**config.mk**
```make
export PLATFORM = sky130hd
export DESIGN_NAME = prescaled_countdown_timer
export DESIGN_NICKNAME = d
export VERILOG_FILES = /design/src/rtl/pct_pkg.sv /design/src/rtl/prescaled_countdown_timer.sv /design/src/rtl/pct_core.sv /design/src/rtl/pct_out_buf.sv
export VERILOG_INCLUDE_DIRS = /design/src /design/src/rtl
export SDC_FILE = /design/constraint.sdc
export NUM_CORES = 1
export LEC_CHECK = 0
export ABC_AREA = 1
export BUFFER_PORTS_ARGS = -buffer_cell sky130_fd_sc_hd__buf_4
export CELL_PAD_IN_SITES_DETAIL_PLACEMENT = 1
export CELL_PAD_IN_SITES_GLOBAL_PLACEMENT = 1
export CORE_MARGIN = 2
export CORE_UTILIZATION = 48
export DETAILED_ROUTE_END_ITERATION = 6
export PLACE_DENSITY_LB_ADDON = 0.1
export SLEW_MARGIN = 20
export SYNTH_ARGS = -nofsm -noshare
export SYNTH_HDL_FRONTEND = slang
export SYNTH_HIERARCHICAL = 1
export SYNTH_SLANG_ARGS = --single-unit
```
**constraint.sdc**
```tcl
create_clock -name clk_i -period 4.45 [get_ports clk_i]
set_clock_uncertainty 0.05 [all_clocks]
set_input_delay 0.2225 -clock clk_i [delete_from_list [all_inputs] [get_ports clk_i]]
set_output_delay 0.2225 -clock clk_i [all_outputs]
set_load 0.03 [all_outputs]
```
**src/rtl/prescaled_countdown_timer_assert.svh**
```systemverilog
// Assertion macros for the prescaled countdown timer.
// Included by the top level; relies on clk_i and rst_ni in the including scope.
`ifndef PRESCALED_COUNTDOWN_TIMER_ASSERT_SVH
`define PRESCALED_COUNTDOWN_TIMER_ASSERT_SVH

// The consequent must hold in the same cycle as the antecedent.
`define PCT_ASSERT_SAME(lbl, ante, cons) \
  lbl: assert property (@(posedge clk_i) disable iff (!rst_ni) (ante) |-> (cons)) \
    else $error("timer assertion failed");

// The consequent must hold in the cycle after the antecedent.
`define PCT_ASSERT_NEXT(lbl, ante, cons) \
  lbl: assert property (@(posedge clk_i) disable iff (!rst_ni) (ante) |=> (cons)) \
    else $error("timer assertion failed");

`endif

```
**src/rtl/pct_pkg.sv**
```systemverilog
// Shared constants, codes and types for the prescaled countdown timer.
// No dependencies; imported by every module of the block.
package pct_pkg;

  localparam int unsigned CountWidth    = 16;
  localparam int unsigned PrescaleWidth = 8;
  localparam int unsigned DivSelWidth   = 3;
  localparam int unsigned DivWidth      = 5;
  localparam int unsigned ReqWidth      = 2;
  localparam int unsigned CfgIdxWidth   = 2;
  localparam int unsigned CfgDataWidth  =
    (CountWidth > PrescaleWidth) ? CountWidth : PrescaleWidth;

  localparam logic [ReqWidth-1:0] ReqTick = 2'd0;
  localparam logic [ReqWidth-1:0] ReqCtrl = 2'd1;
  localparam logic [ReqWidth-1:0] ReqRead = 2'd2;

  localparam logic [CfgIdxWidth-1:0] CfgPrescale = 2'd0;
  localparam logic [CfgIdxWidth-1:0] CfgDivider  = 2'd1;
  localparam logic [CfgIdxWidth-1:0] CfgBuffer   = 2'd2;

  localparam logic [DivSelWidth-1:0] DivSelMax = 3'd4;

  typedef struct packed {
    logic [CountWidth-1:0] count;
    logic                  expired;
    logic                  running;
  } result_t;

endpackage

```
**src/rtl/prescaled_countdown_timer.sv**
```systemverilog
// Prescaled countdown timer channel: one beat in and one result beat out per
// clock cycle while neither side stalls. Each beat is a source tick, a control
// write or a count read; its result comes from the state update logic and is
// held by the two-entry output buffer, in the output register or, while the
// output is stalled, in the skid register; once the skid is full, in_stall_o
// rises until the output drains. Configuration writes are registered first.
// Depends on pct_pkg, pct_core, pct_out_buf and the assertion macro header.
`include "prescaled_countdown_timer_assert.svh"

module prescaled_countdown_timer (
  input  logic                             clk_i,
  input  logic                             rst_ni,
  input  logic                             cfg_we_i,
  input  logic [pct_pkg::CfgIdxWidth-1:0]  cfg_idx_i,
  input  logic [pct_pkg::CfgDataWidth-1:0] cfg_data_i,
  input  logic                             in_valid_i,
  output logic                             in_stall_o,
  input  logic [pct_pkg::ReqWidth-1:0]     req_type_i,
  input  logic                             ctrl_start_i,
  input  logic                             ctrl_manual_update_i,
  input  logic                             ctrl_auto_reload_i,
  output logic                             out_valid_o,
  input  logic                             out_stall_i,
  output logic [pct_pkg::CountWidth-1:0]   count_observed_o,
  output logic                             expired_o,
  output logic                             is_running_o
);
  import pct_pkg::*;

  logic    beat;
  logic    buf_full;
  result_t core_result;
  result_t out_result;

  assign in_stall_o = buf_full;
  assign beat       = in_valid_i && !buf_full;

  pct_core u_core (
    .clk_i                (clk_i),
    .rst_ni               (rst_ni),
    .cfg_we_i             (cfg_we_i),
    .cfg_idx_i            (cfg_idx_i),
    .cfg_data_i           (cfg_data_i),
    .beat_i               (beat),
    .req_type_i           (req_type_i),
    .ctrl_start_i         (ctrl_start_i),
    .ctrl_manual_update_i (ctrl_manual_update_i),
    .ctrl_auto_reload_i   (ctrl_auto_reload_i),
    .result_o             (core_result)
  );

  pct_out_buf u_out_buf (
    .clk_i       (clk_i),
    .rst_ni      (rst_ni),
    .push_i      (beat),
    .data_i      (core_result),
    .full_o      (buf_full),
    .out_valid_o (out_valid_o),
    .out_stall_i (out_stall_i),
    .data_o      (out_result)
  );

  assign count_observed_o = out_result.count;
  assign expired_o        = out_result.expired;
  assign is_running_o     = out_result.running;

  `PCT_ASSERT_SAME(a_expired_at_zero, out_valid_o && expired_o, count_observed_o == '0)
  `PCT_ASSERT_NEXT(a_accept_gives_result, in_valid_i && !in_stall_o, out_valid_o)
  `PCT_ASSERT_SAME(a_skid_fills_on_stall, $rose(in_stall_o), $past(out_valid_o && out_stall_i))

endmodule

```
**src/rtl/pct_core.sv**
```systemverilog
// Timer state: configuration registers, prescaler, divider and down-counter.
// Depends on pct_pkg; produces one result per accepted beat.
module pct_core (
  input  logic                                 clk_i,
  input  logic                                 rst_ni,
  input  logic                                 cfg_we_i,
  input  logic [pct_pkg::CfgIdxWidth-1:0]      cfg_idx_i,
  input  logic [pct_pkg::CfgDataWidth-1:0]     cfg_data_i,
  input  logic                                 beat_i,
  input  logic [pct_pkg::ReqWidth-1:0]         req_type_i,
  input  logic                                 ctrl_start_i,
  input  logic                                 ctrl_manual_update_i,
  input  logic                                 ctrl_auto_reload_i,
  output pct_pkg::result_t                     result_o
);
  import pct_pkg::*;

  logic [PrescaleWidth-1:0] prescale_q;
  logic [DivSelWidth-1:0]   div_sel_q;
  logic [CountWidth-1:0]    buffer_q;

  logic [PrescaleWidth-1:0] pre_cnt_q, pre_cnt_d;
  logic [DivWidth-1:0]      div_cnt_q, div_cnt_d;
  logic [CountWidth-1:0]    down_q, down_d;
  logic                     run_q, run_d;
  logic                     reload_q, reload_d;
  logic                     expired_d;

  logic                     pre_fire;
  logic                     div_fire;
  logic [DivSelWidth-1:0]   sel_c;
  logic [DivWidth-1:0]      div_mask;
  logic [CountWidth-1:0]    down_dec;

  always_comb begin
    pre_fire = (pre_cnt_q >= prescale_q);
    sel_c    = (div_sel_q > DivSelMax) ? DivSelMax : div_sel_q;
    div_mask = DivWidth'(({{DivWidth{1'b0}}, 1'b1} << (sel_c + 3'd1)) - 1'b1);
    div_fire = ((div_cnt_q & div_mask) == div_mask);
    down_dec = down_q - 1'b1;

    pre_cnt_d = pre_cnt_q;
    div_cnt_d = div_cnt_q;
    down_d    = down_q;
    run_d     = run_q;
    reload_d  = reload_q;
    expired_d = 1'b0;

    case (req_type_i)
      ReqTick: begin
        if (pre_fire) begin
          pre_cnt_d = '0;
          div_cnt_d = div_cnt_q + 1'b1;
          if (div_fire && run_q) begin
            if (down_q == '0) begin
              if (reload_q) begin
                down_d = buffer_q;
              end else begin
                run_d = 1'b0;
              end
            end else begin
              down_d = down_dec;
              if (down_dec == '0) begin
                expired_d = 1'b1;
                if (!reload_q) begin
                  run_d = 1'b0;
                end
              end
            end
          end
        end else begin
          pre_cnt_d = pre_cnt_q + 1'b1;
        end
      end
      ReqCtrl: begin
        if (ctrl_manual_update_i) begin
          down_d = buffer_q;
        end
        run_d    = ctrl_start_i;
        reload_d = ctrl_auto_reload_i;
      end
      default: begin
        // Count reads leave the state untouched.
      end
    endcase

    result_o.count   = down_d;
    result_o.expired = expired_d;
    result_o.running = run_d;
  end

  always_ff @(posedge clk_i or negedge rst_ni) begin
    if (!rst_ni) begin
      prescale_q <= '0;
      div_sel_q  <= '0;
      buffer_q   <= '0;
    end else if (cfg_we_i) begin
      case (cfg_idx_i)
        CfgPrescale: prescale_q <= cfg_data_i[PrescaleWidth-1:0];
        CfgDivider:  div_sel_q  <= cfg_data_i[DivSelWidth-1:0];
        CfgBuffer:   buffer_q   <= cfg_data_i[CountWidth-1:0];
        default: begin
        end
      endcase
    end
  end

  always_ff @(posedge clk_i or negedge rst_ni) begin
    if (!rst_ni) begin
      pre_cnt_q <= '0;
      div_cnt_q <= '0;
      down_q    <= '0;
      run_q     <= 1'b0;
      reload_q  <= 1'b0;
    end else if (beat_i) begin
      pre_cnt_q <= pre_cnt_d;
      div_cnt_q <= div_cnt_d;
      down_q    <= down_d;
      run_q     <= run_d;
      reload_q  <= reload_d;
    end
  end

endmodule

```
**src/rtl/pct_out_buf.sv**
```systemverilog
// Two-entry result buffer: an output register backed by a skid register.
// Depends on pct_pkg for the result type.
module pct_out_buf (
  input  logic             clk_i,
  input  logic             rst_ni,
  input  logic             push_i,
  input  pct_pkg::result_t data_i,
  output logic             full_o,
  output logic             out_valid_o,
  input  logic             out_stall_i,
  output pct_pkg::result_t data_o
);
  import pct_pkg::*;

  result_t out_q;
  result_t skid_q;
  logic    out_valid_q;
  logic    skid_valid_q;
  logic    out_free;

  assign out_free = !out_valid_q || !out_stall_i;

  always_ff @(posedge clk_i or negedge rst_ni) begin
    if (!rst_ni) begin
      out_valid_q  <= 1'b0;
      skid_valid_q <= 1'b0;
    end else if (out_free) begin
      if (skid_valid_q) begin
        skid_valid_q <= 1'b0;
      end else begin
        out_valid_q <= push_i;
      end
    end else if (push_i) begin
      skid_valid_q <= 1'b1;
    end
  end

  always_ff @(posedge clk_i) begin
    if (out_free) begin
      out_q <= skid_valid_q ? skid_q : data_i;
    end else if (push_i) begin
      skid_q <= data_i;
    end
  end

  assign full_o      = skid_valid_q;
  assign out_valid_o = out_valid_q;
  assign data_o      = out_q;

endmodule
```
======== Word-level counts from Yosys, hierarchy flattened ========
Cells that the tools add are included.
storage, ports and cells
  word-level logic and storage cells ...... 72
  input bits .............................. 28
  bits in registers ....................... 96
cells by class
  mux-type cells .......................... 22
  $lt $le $gt $ge ......................... 2
  shift operators ......................... 1
  bitwise gates (word level) .............. 3
  reduce and logical (&&, ||, !) cells .... 19
  $add $sub $neg .......................... 5
  equality and inequality tests ........... 4
operators with widths
  cell                                                                   count
  16-bit two-way mux                                                     5
  16-bit logical NOT                                                     2
  16-bit case mux with 2 select lines                                    1
  18-bit two-way mux                                                     1
  16-bit by 1-bit subtractor with 16-bit output (second input constant)  1
  2-bit AND reduction                                                    7
  1-bit two-way mux                                                      12
  8-bit by 1-bit adder with 8-bit output (second input constant)         1
  8-bit greater-or-equal comparator                                      1
  8-bit two-way mux                                                      1
  5-bit by 1-bit adder with 5-bit output (second input constant)         1
  5-bit bitwise AND                                                      1
  5-bit == test                                                          1
  1-bit by 3-bit left shift with 5-bit output (first input constant)     1
  5-bit by 1-bit subtractor with 5-bit output (second input constant)    1
  2-bit by 1-bit == test with 1-bit output (second input constant)       2
  2-bit logical NOT                                                      2
  3-bit by 1-bit adder with 3-bit output (second input constant)         1
  3-bit > comparator (second input constant)                             1
  1-bit logical NOT                                                      3
  3-bit two-way mux                                                      1
  3-bit AND reduction                                                    1
  2-bit == test (second input constant)                                  1
  1-bit logical AND                                                      2
  4 further kinds                                                        5

======== Logic depth before layout (Yosys ltp) ========
Gate-level depths: netlist of the first run.
  depth after elaboration ................. 12
  mapped depth ............................ 19

======== Cells and area by module ========
The synthesis of the first run kept the hierarchy.
by module, submodules not included
  module                     times used  area each (µm²)  cells each  seq. area each (µm²)
  pct_core                   1           4028.9           568         1451.4
  pct_out_buf                1           1418.9           104         1131.1
  prescaled_countdown_timer  1           10.0             2           0.0

======== Worst setup path before layout of the first run ========
OpenSTA, ideal clock, no wires.
  path type ............................... flip-flop to flip-flop
  start ................................... reg u_core.div_sel_q[1]
  end ..................................... reg u_out_buf.out_q, in the netlist u_out_buf/data_o[1], data pin
  data arrival time ....................... 2376 ps
  clock period less this slack ............ 2556 ps
  library setup time ...................... 130 ps
  setup slack ............................. 1894 ps
  stages on the path, launching flop included .. 17
  cell sequence ........................... dfrtp_1 nand2_1 nor2_1 ha_1 inv_1 o21ai_0 ha_1 o221ai_1 a21oi_1 nand3_2 inv_2 buf_4 nand3_1 nor4_1 buf_4 nand2_1 nand2_1
on the way
  longest elaborated chain between the ends .. 12
ends and longest elaborated chain
  element                                          RTL line           source
  from (decl)                                      pct_core.sv:19     logic [DivSelWidth-1:0] div_sel_q;
  from (signal assigned)                           pct_core.sv:100    CfgDivider: div_sel_q <= cfg_data_i[DivSelWidth-1:0];
  3-bit > comparator                               pct_core.sv:37     sel_c = (div_sel_q > DivSelMax) ? DivSelMax : div_sel_q;
  3-bit two-way mux (*)                            pct_core.sv:37
  3-bit by 1-bit adder with 3-bit output (*)       pct_core.sv:38     div_mask = DivWidth'(({{DivWidth{1'b0}}, 1'b1} << (sel_c + 3'd1)) - 1'b1);
  1-bit by 3-bit left shift with 5-bit output (*)  pct_core.sv:38
  5-bit by 1-bit subtractor with 5-bit output (*)  pct_core.sv:38
  5-bit bitwise AND                                pct_core.sv:39     div_fire = ((div_cnt_q & div_mask) == div_mask);
  5-bit == test (*)                                pct_core.sv:39
  1-bit logical AND (*)                            pct_core.sv:54     if (div_fire && run_q) begin
  1-bit two-way mux (*)                            pct_core.sv:54
  1-bit two-way mux (*)                            pct_core.sv:51     if (pre_fire) begin
  1-bit two-way mux (*)                            pct_core.sv:49     case (req_type_i)
  named net u_core.expired_d                       pct_core.sv:27     logic expired_d;
  18-bit two-way mux (*)                           pct_out_buf.sv:40  out_q <= skid_valid_q ? skid_q : data_i;
  to (signal assigned)                             pct_out_buf.sv:40
  to (decl)                                        pct_out_buf.sv:15  result_t out_q;
The timed path passes the listed nets; every way through them passes the cells marked *.
A chain may end at the register's enable or synchronous reset.

==> results of run 1 <==
cell usage in the layout, fill, tap and decap left out, types with 2 or more instances in the layout:
| master | count |
|---|---|
| edfxtp_1 | 36 |
| nor4_1 | 2 |
| buf_4 | 53 |
| dfrtp_1 | 60 |
| clkinvlp_4 | 2 |
| inv_1 | 59 |
| nand3_1 | 28 |
| a22oi_1 | 16 |
| mux2_2 | 9 |
| inv_2 | 7 |
| o21ai_1 | 15 |
| nand2_2 | 9 |
| clkbuf_1 | 2 |
| xor2_1 | 6 |
| o21ai_2 | 2 |
| nand4_1 | 4 |
| a21oi_1 | 18 |
| ha_1 | 15 |
| nand2_1 | 229 |
| nor3_1 | 4 |
| o211ai_1 | 13 |
| o21ai_0 | 49 |
| nor2_2 | 7 |
| clkbuf_16 | 10 |
| nor2_1 | 44 |
| nor2_4 | 5 |
state kept, by name, summed over array words and instances (netlist names):
signal                 count
u_core/div_sel_q           3
u_core/down_q             16
u_out_buf/out_valid_o      1
u_out_buf/full_o           1
u_out_buf/skid_q          18
u_core/div_cnt_q           5
u_core/prescale_q          8
u_core/run_q               1
u_out_buf/data_o          18
u_core/buffer_q           16
u_core/reload_q            1
u_core/pre_cnt_q           8
layer usage:
metal,global-route usage (%),wire length [microns],part of all wire (%)
met1,34.7,6900,42
met2,49.4,8380,52
met3,3.35,702,4.3
met4,8.83,292,1.8
met5,0,0,0
power by group through the flow:
stage / clock (mW) / combinational [mW] / sequential [mW]
CTS: 0.830 / 1.33 / 1.31
detailed placement: 0 / 1.32 / 1.33
global route: 0.863 / 1.50 / 1.34
floorplan: 0 / 0.886 / 1.35
global placement: 0 / 1.26 / 1.32
finish: 0.808 / 1.34 / 1.32
logic make-up after synthesis:
logic type / share of synthesized area [%]
AOI/OAI and AO/OA: 12.3
xor gates and xnor gates: 1.12
adders and majority gates: 3.44
buffers and inverters: 7.73
DFF: 47.3
muxes: 2.04
and+or+nand+nor: 26.1
worst max path at each step:
stage | depth (start not counted) | startpoint | end | slack (ps)
after floorplan | 16 | u_core/div_sel_q[1] | u_out_buf/data_o[1] | 1890
after global placement | 14 | u_core/div_sel_q[1] | u_out_buf/data_o[1] | 1460
after detailed placement | 14 | u_core/div_sel_q[1] | u_out_buf/data_o[1] | 1270
after CTS | 14 | u_core/div_sel_q[1] | u_out_buf/data_o[1] | 1180
after global routing | 14 | u_core/div_sel_q[1] | u_out_buf/data_o[1] | 910
final | 14 | u_core/div_sel_q[1] | u_out_buf/data_o[1] | 1210
worst max-delay path: stages, from the launching register on:
cell and delay (ps):
dfrtp_1 390, nand2_1 120, nor2_1 180, ha_1 250, inv_1 90, o21ai_0 90
ha_1 280, o221ai_1 120, a21oi_1 210, nand3_2 270, inv_2 390, nand3_1 120
nor4_1 380, nand2_1 100, nand2_1 90
cell type report:
type | count | area [sq um] | area share, %
clock buffer | 12 | 258 | 4.17
sequential | 96 | 2580 | 41.8
multi-input combinational | 485 | 2450 | 39.7
inverter | 66 | 248 | 4.01
tap | 140 | 175 | 2.84
timing repair buffer | 54 | 408 | 6.60
clock inverter | 4 | 51.3 | 0.831
metrics by stage:
stage	area, sq um	utilization (%)	cells	setup WS [ps]	total power [mW]
floorplan	5460	-	674	1890	2.23
global placement	5860	53.3	840	1460	2.58
detailed placement	5860	53.3	840	1270	2.65
CTS	6180	56.2	857	1180	3.48
global route	6180	56.2	857	911	3.70
finish	6180	56.2	857	1210	3.46
==> results_dict.tcl, run 1 <==
set metrics [dict create \
    overflow 0 \
    yosysSeqAreaShare_pct 47.3 \
    worst-r2r-setup-slack_ps 1210 \
    fp.dieH_microns 111 \
    period_share_pct 72.8 \
    arrival_ps 3410 \
    cp_max_fo 22 \
    hpwl_microns 11800 \
    ios 48 \
    end_kind "register" \
    post_cts_buffers 0 \
    cts_hold_buf 1 \
    cts.repair.resized 0 \
    r2r_start "u_core/div_sel_q[1]" \
    hold_path.class "input pin to register" \
    p_per_area_nw_per_um2 560 \
    fill_cells 1371 \
    worst_slew_pin_slew_ps 1000 \
    slew_violations 0 \
    grt_pass1_vias 5123 \
    finalNetCount 755 \
    synthCells 674 \
    cap_violations 0 \
    antenna_cells 0 \
    ff2ff_path_depth 14 \
    first_pass_iters 4 \
    worstSetupPathType "register to register" \
    syn_avg_cell_area_sq_um 8.10 \
    fin_tns_setup_ps 0 \
    gp_congestion 0.890 \
    synth_area_sq_um 5460 \
    ys_ff_latch 96 \
    root_buffer "clkbuf_16" \
    synth_fp_nets 717 \
    synthDistinctLibCells 37 \
    fp-row-count 38 \
    power_switching_mw 1.43 \
    ctsLongestPathBuffers 2 \
    cts_tree "yes" \
    wl_microns 16300 \
    power_frac_clock_pct 23.4 \
    min_path_cells 2 \
    syn_to_final_growth_pct 13.2 \
    async_flop_share_pct 62.5 \
    min_period_ps 3240 \
    p_comb_share_pct 38.6 \
    ant_nets 0 \
    dr_total_vias 4814 \
    internal_power_mw 2.03 \
    required_ps 4620 \
    r2r_end "u_out_buf/data_o[1]" \
    slew_headroom_pct 33.2 \
    rsz0062_at_grt "no" \
    clk_pin_slew_ps 70 \
    p_leak_nw 2.96 \
    core_area_sq_um 11000 \
    grt_pass1_wl_microns 26800 \
    finalHoldViolCount 0 \
    die-area_sq_um 12200 \
    synthTopCellsByArea "dfrtp_1 28%, edfxtp_1 20%, nand2_1 16%, o21ai_0 4.5%, inv_1 4.1%" \
    cts_max_level 3 \
    sw_frac_of_total_pct 41.2 \
    die_x_microns 111 \
    pwr-share-seq_pct 38.0 \
    via_per_inst 5.62 \
    yosys_warnings 6 \
    synth_top_cell_by_area "dfrtp_1" \
    holdPathEnd "u_core/buffer_q[13]" \
    initial_core_util_pct 49.7 \
    io_buffers 47 \
    ys.flop_type "dfrtp_1" \
    max_freq_ghz 0.308 \
    min_from "cfg_data_i[13]" \
    grt_usage_pct 27.6 \
    clock_latency_ps 340 \
    drive_gt1_share_pct 15.3 \
    synth_most_common_cell "nand2_1" \
    clock-sinks 96 \
    grt_max_degree 61 \
    synth-edff-count 36 \
    dr.first_iter.drc_count 330 \
    start_kind "register" \
    cts_made_buffers 9 \
    setup_viol 0 \
    route.detailed.drc 0 \
    synthTopCellsByCount "229 x nand2_1, 60 x dfrtp_1, 59 x inv_1" \
    wl_per_cell_microns 19.0 \
    status "finished clean" \
    ir_drop_mv 0.268 \
    antenna_found_initial 0 \
    synth_top_area_share_pct 27.5 \
    whs_ps 59.2 \
]
(Power assumes the default switching activity.)
==> run 2, diff against run 1 <==
Settings changed: ABC_AREA 1 to 0.
Clock period 4.45 ns to 3.1 ns, I/O delays scaled along.
==> results_dict.tcl, run 2 <==
set metrics [dict create \
    rsz0062_at_grt "yes" \
    syn_to_final_growth_pct 35.5 \
    ctsLongestPathBuffers 2 \
    worstSetupPathType "register to register" \
    wl_microns 19300 \
    syn_avg_cell_area_sq_um 10.5 \
    fill_cells 1140 \
    cp_max_fo 8 \
    slew_violations 0 \
    antenna_found_initial 0 \
    die_x_microns 111 \
    synth_top_cell_by_area "dfrtp_1" \
    dr_total_vias 4918 \
    cpLargestDelayFamily "simple AND/OR/NAND/NOR gates" \
    required_ps 3150 \
    synthTopCellsByCount "60 x dfrtp_1, 50 x o21ai_0, 39 x nor2_1" \
    min_from "cfg_data_i[7]" \
    yosysSeqAreaShare_pct 47.4 \
    violations "setup timing" \
    r2r_end "u_out_buf/data_o[2]" \
    initial_core_util_pct 49.8 \
    hold_path.class "input pin to register" \
    overflow 0 \
    synthTopCellsByArea "dfrtp_1 28%, edfxtp_1 20%, mux2_2 5.2%, mux2_4 4.7%, o21ai_0 4.6%" \
    clock-sinks 96 \
    layout_commonest_cell "buf_4" \
    finalHoldViolCount 0 \
    antenna_cells 0 \
    setup_viol 15 \
    core_area_sq_um 10900 \
    async_flop_share_pct 62.5 \
    synth_fp_nets 560 \
    critical_path.slowest_cell "or4b_4" \
    via_per_inst 6.23 \
    grt_usage_pct 30.5 \
    start_kind "register" \
    wl_per_cell_microns 24.5 \
    post-place-ws_ps -246 \
    path_cells "inv_2, and3_4, ha_4, or4b_4, a21oi_2, nand3b_1, nor3_1, buf_4, buf_6, o21ai_1, a31oi_1, o21ai_1, mux2_4" \
    first_pass_iters 5 \
    dr.first_iter.drc_count 348 \
    ys_ff_latch 96 \
    arrival_ps 3330 \
    io_buffers 47 \
    p_leak_nw 3.10 \
    ff2ff_path_depth 13 \
    crit_path_start "u_core/div_sel_q[2]" \
    hpwl_microns 12700 \
    synthCells 517 \
    ios 48 \
    drive_gt1_share_pct 40.3 \
    synth_top_area_share_pct 27.6 \
    gp_congestion 0.935 \
    holdPathEnd "u_core/prescale_q[7]" \
    synth_area_sq_um 5450 \
    synthDistinctLibCells 69 \
    grt_pass1_wl_microns 29100 \
    route.detailed.drc 0 \
    grt_max_degree 61 \
    max_stage_delay_ps 520 \
    fp.dieH_microns 111 \
    r2r_start "u_core/div_sel_q[2]" \
    synth_most_common_cell "dfrtp_1" \
    clock_latency_ps 350 \
    mostFrequentLayoutCells "126 x buf_4, 60 x dfrtp_1, 38 x nor2_1, 36 x edfxtp_1, 34 x nand2_1" \
    cts_made_buffers 9 \
    finalNetCount 688 \
    slew_headroom_pct 34.5 \
    ir_drop_mv 0.381 \
    worst_slew_pin_slew_ps 980 \
    path_buf_inv 3 \
    clk_pin_slew_ps 60 \
    grt_pass1_vias 5271 \
    ys.flop_type "dfrtp_1" \
    worst-r2r-setup-slack_ps -180 \
    cap_violations 0 \
    die-area_sq_um 12200 \
    end_kind "register" \
    ant_nets 0 \
    max_freq_ghz 0.305 \
    crit_path_frequent_cell "o21ai_1" \
    fp-row-count 38 \
    p_total_mw 5.12 \
    min_period_ps 3280 \
    p_per_area_nw_per_um2 694 \
    yosys_warnings 6 \
    synth-edff-count 36 \
    min_path_cells 3 \
    fin_ws_ps -182 \
    cts_tree "yes" \
    cts_max_level 3 \
    root_buffer "clkbuf_16" \
    period_share_pct 106 \
    status "complete, but fails checks" \
]
run 2: cell types whose count changed in the layout (fill, tap and decap cells not counted), sizes merged, moves of 10 or more:
cell         change
a31oi           +13
buf             +84
dlygate4sd3     +13
inv             -46
mux2            +33
nand2          -204
nand3           -24
nor2            -17
o211ai          -10
o21ai           -11
run 2: per-layer routing:
layer	GRT usage, %	part of all wire [%]
met1	38.0	40
met2	51.8	51
met3	5.71	5.6
met4	13.3	3.3
met5	0	0
run 2: area by class of cell:
| cell class | count | area [sq um] | area share (%) |
|---|---|---|---|
| multi-input combinational | 366 | 3010 | 40.8 |
| inverter | 21 | 78.8 | 1.07 |
| sequential | 96 | 2580 | 35.0 |
| clock inverter | 3 | 42.5 | 0.576 |
| clock buffer | 13 | 250 | 3.39 |
| timing repair buffer | 151 | 1240 | 16.8 |
| tap | 140 | 175 | 2.37 |
run 2: power by group:
group | internal [mW] | switching (mW)
clock network | 0.648 | 0.485
logic | 0.970 | 1.18
registers | 1.60 | 0.237
run 2: worst register-to-register path, cell delays in order (launching register included):
cell      delay [ps]
dfrtp_1          390
inv_2             60
and3_4           190
ha_4             210
or4b_4           520
a21oi_2          140
nand3b_1         130
nor3_1           180
buf_4            180
buf_6            140
o21ai_1          110
a31oi_1          260
o21ai_1          180
mux2_4           300
run 2: logic make-up (layout without fill, tap and decap cells):
logic type,Yosys count,after routing,synth area share [%]
xor+xnor,17,17,2.73
compound gates,149,149,17.8
buf+inv,55,188,4.57
flops,96,96,47.4
fa+ha+maj,15,15,3.45
simple gates,142,142,14.0
mux,43,43,10.0
run 2: metrics by stage:
step	util, %	cells	instance area [sq um]	TNS (ps)	hold WS [ps]
6_report	67.5	790	7380	-1020	7.56
5_1_grt	67.5	790	7380	-2560	15.9
4_1_cts	64.7	781	7070	-414	3.52
3_5_place_dp	58.8	742	6420	-3140	247
3_3_place_gp	58.8	742	6420	-1370	247
2_1_floorplan	-	517	5530	-732	-191
run 2: worst max-delay path by stage:
stage | end | slack [ps] | cells after the start
6_report | u_out_buf/data_o[2] | -180 | 13
5_1_grt | u_out_buf/data_o[2] | -330 | 15
4_1_cts | u_out_buf/data_o[9] | -100 | 12
3_5_place_dp | u_out_buf/data_o[9] | -250 | 14
3_3_place_gp | u_out_buf/data_o[9] | -150 | 12
2_1_floorplan | u_out_buf/data_o[9] | -90 | 12
run 2: timing repair:
item                       in CTS  in global routing
setup endpoints to repair      43                 27
resized for setup              37                 52
pin swaps                      18                 18
buffers inserted               10                 12
hold endpoints to repair       76                  0
hold buffers                   14                  0
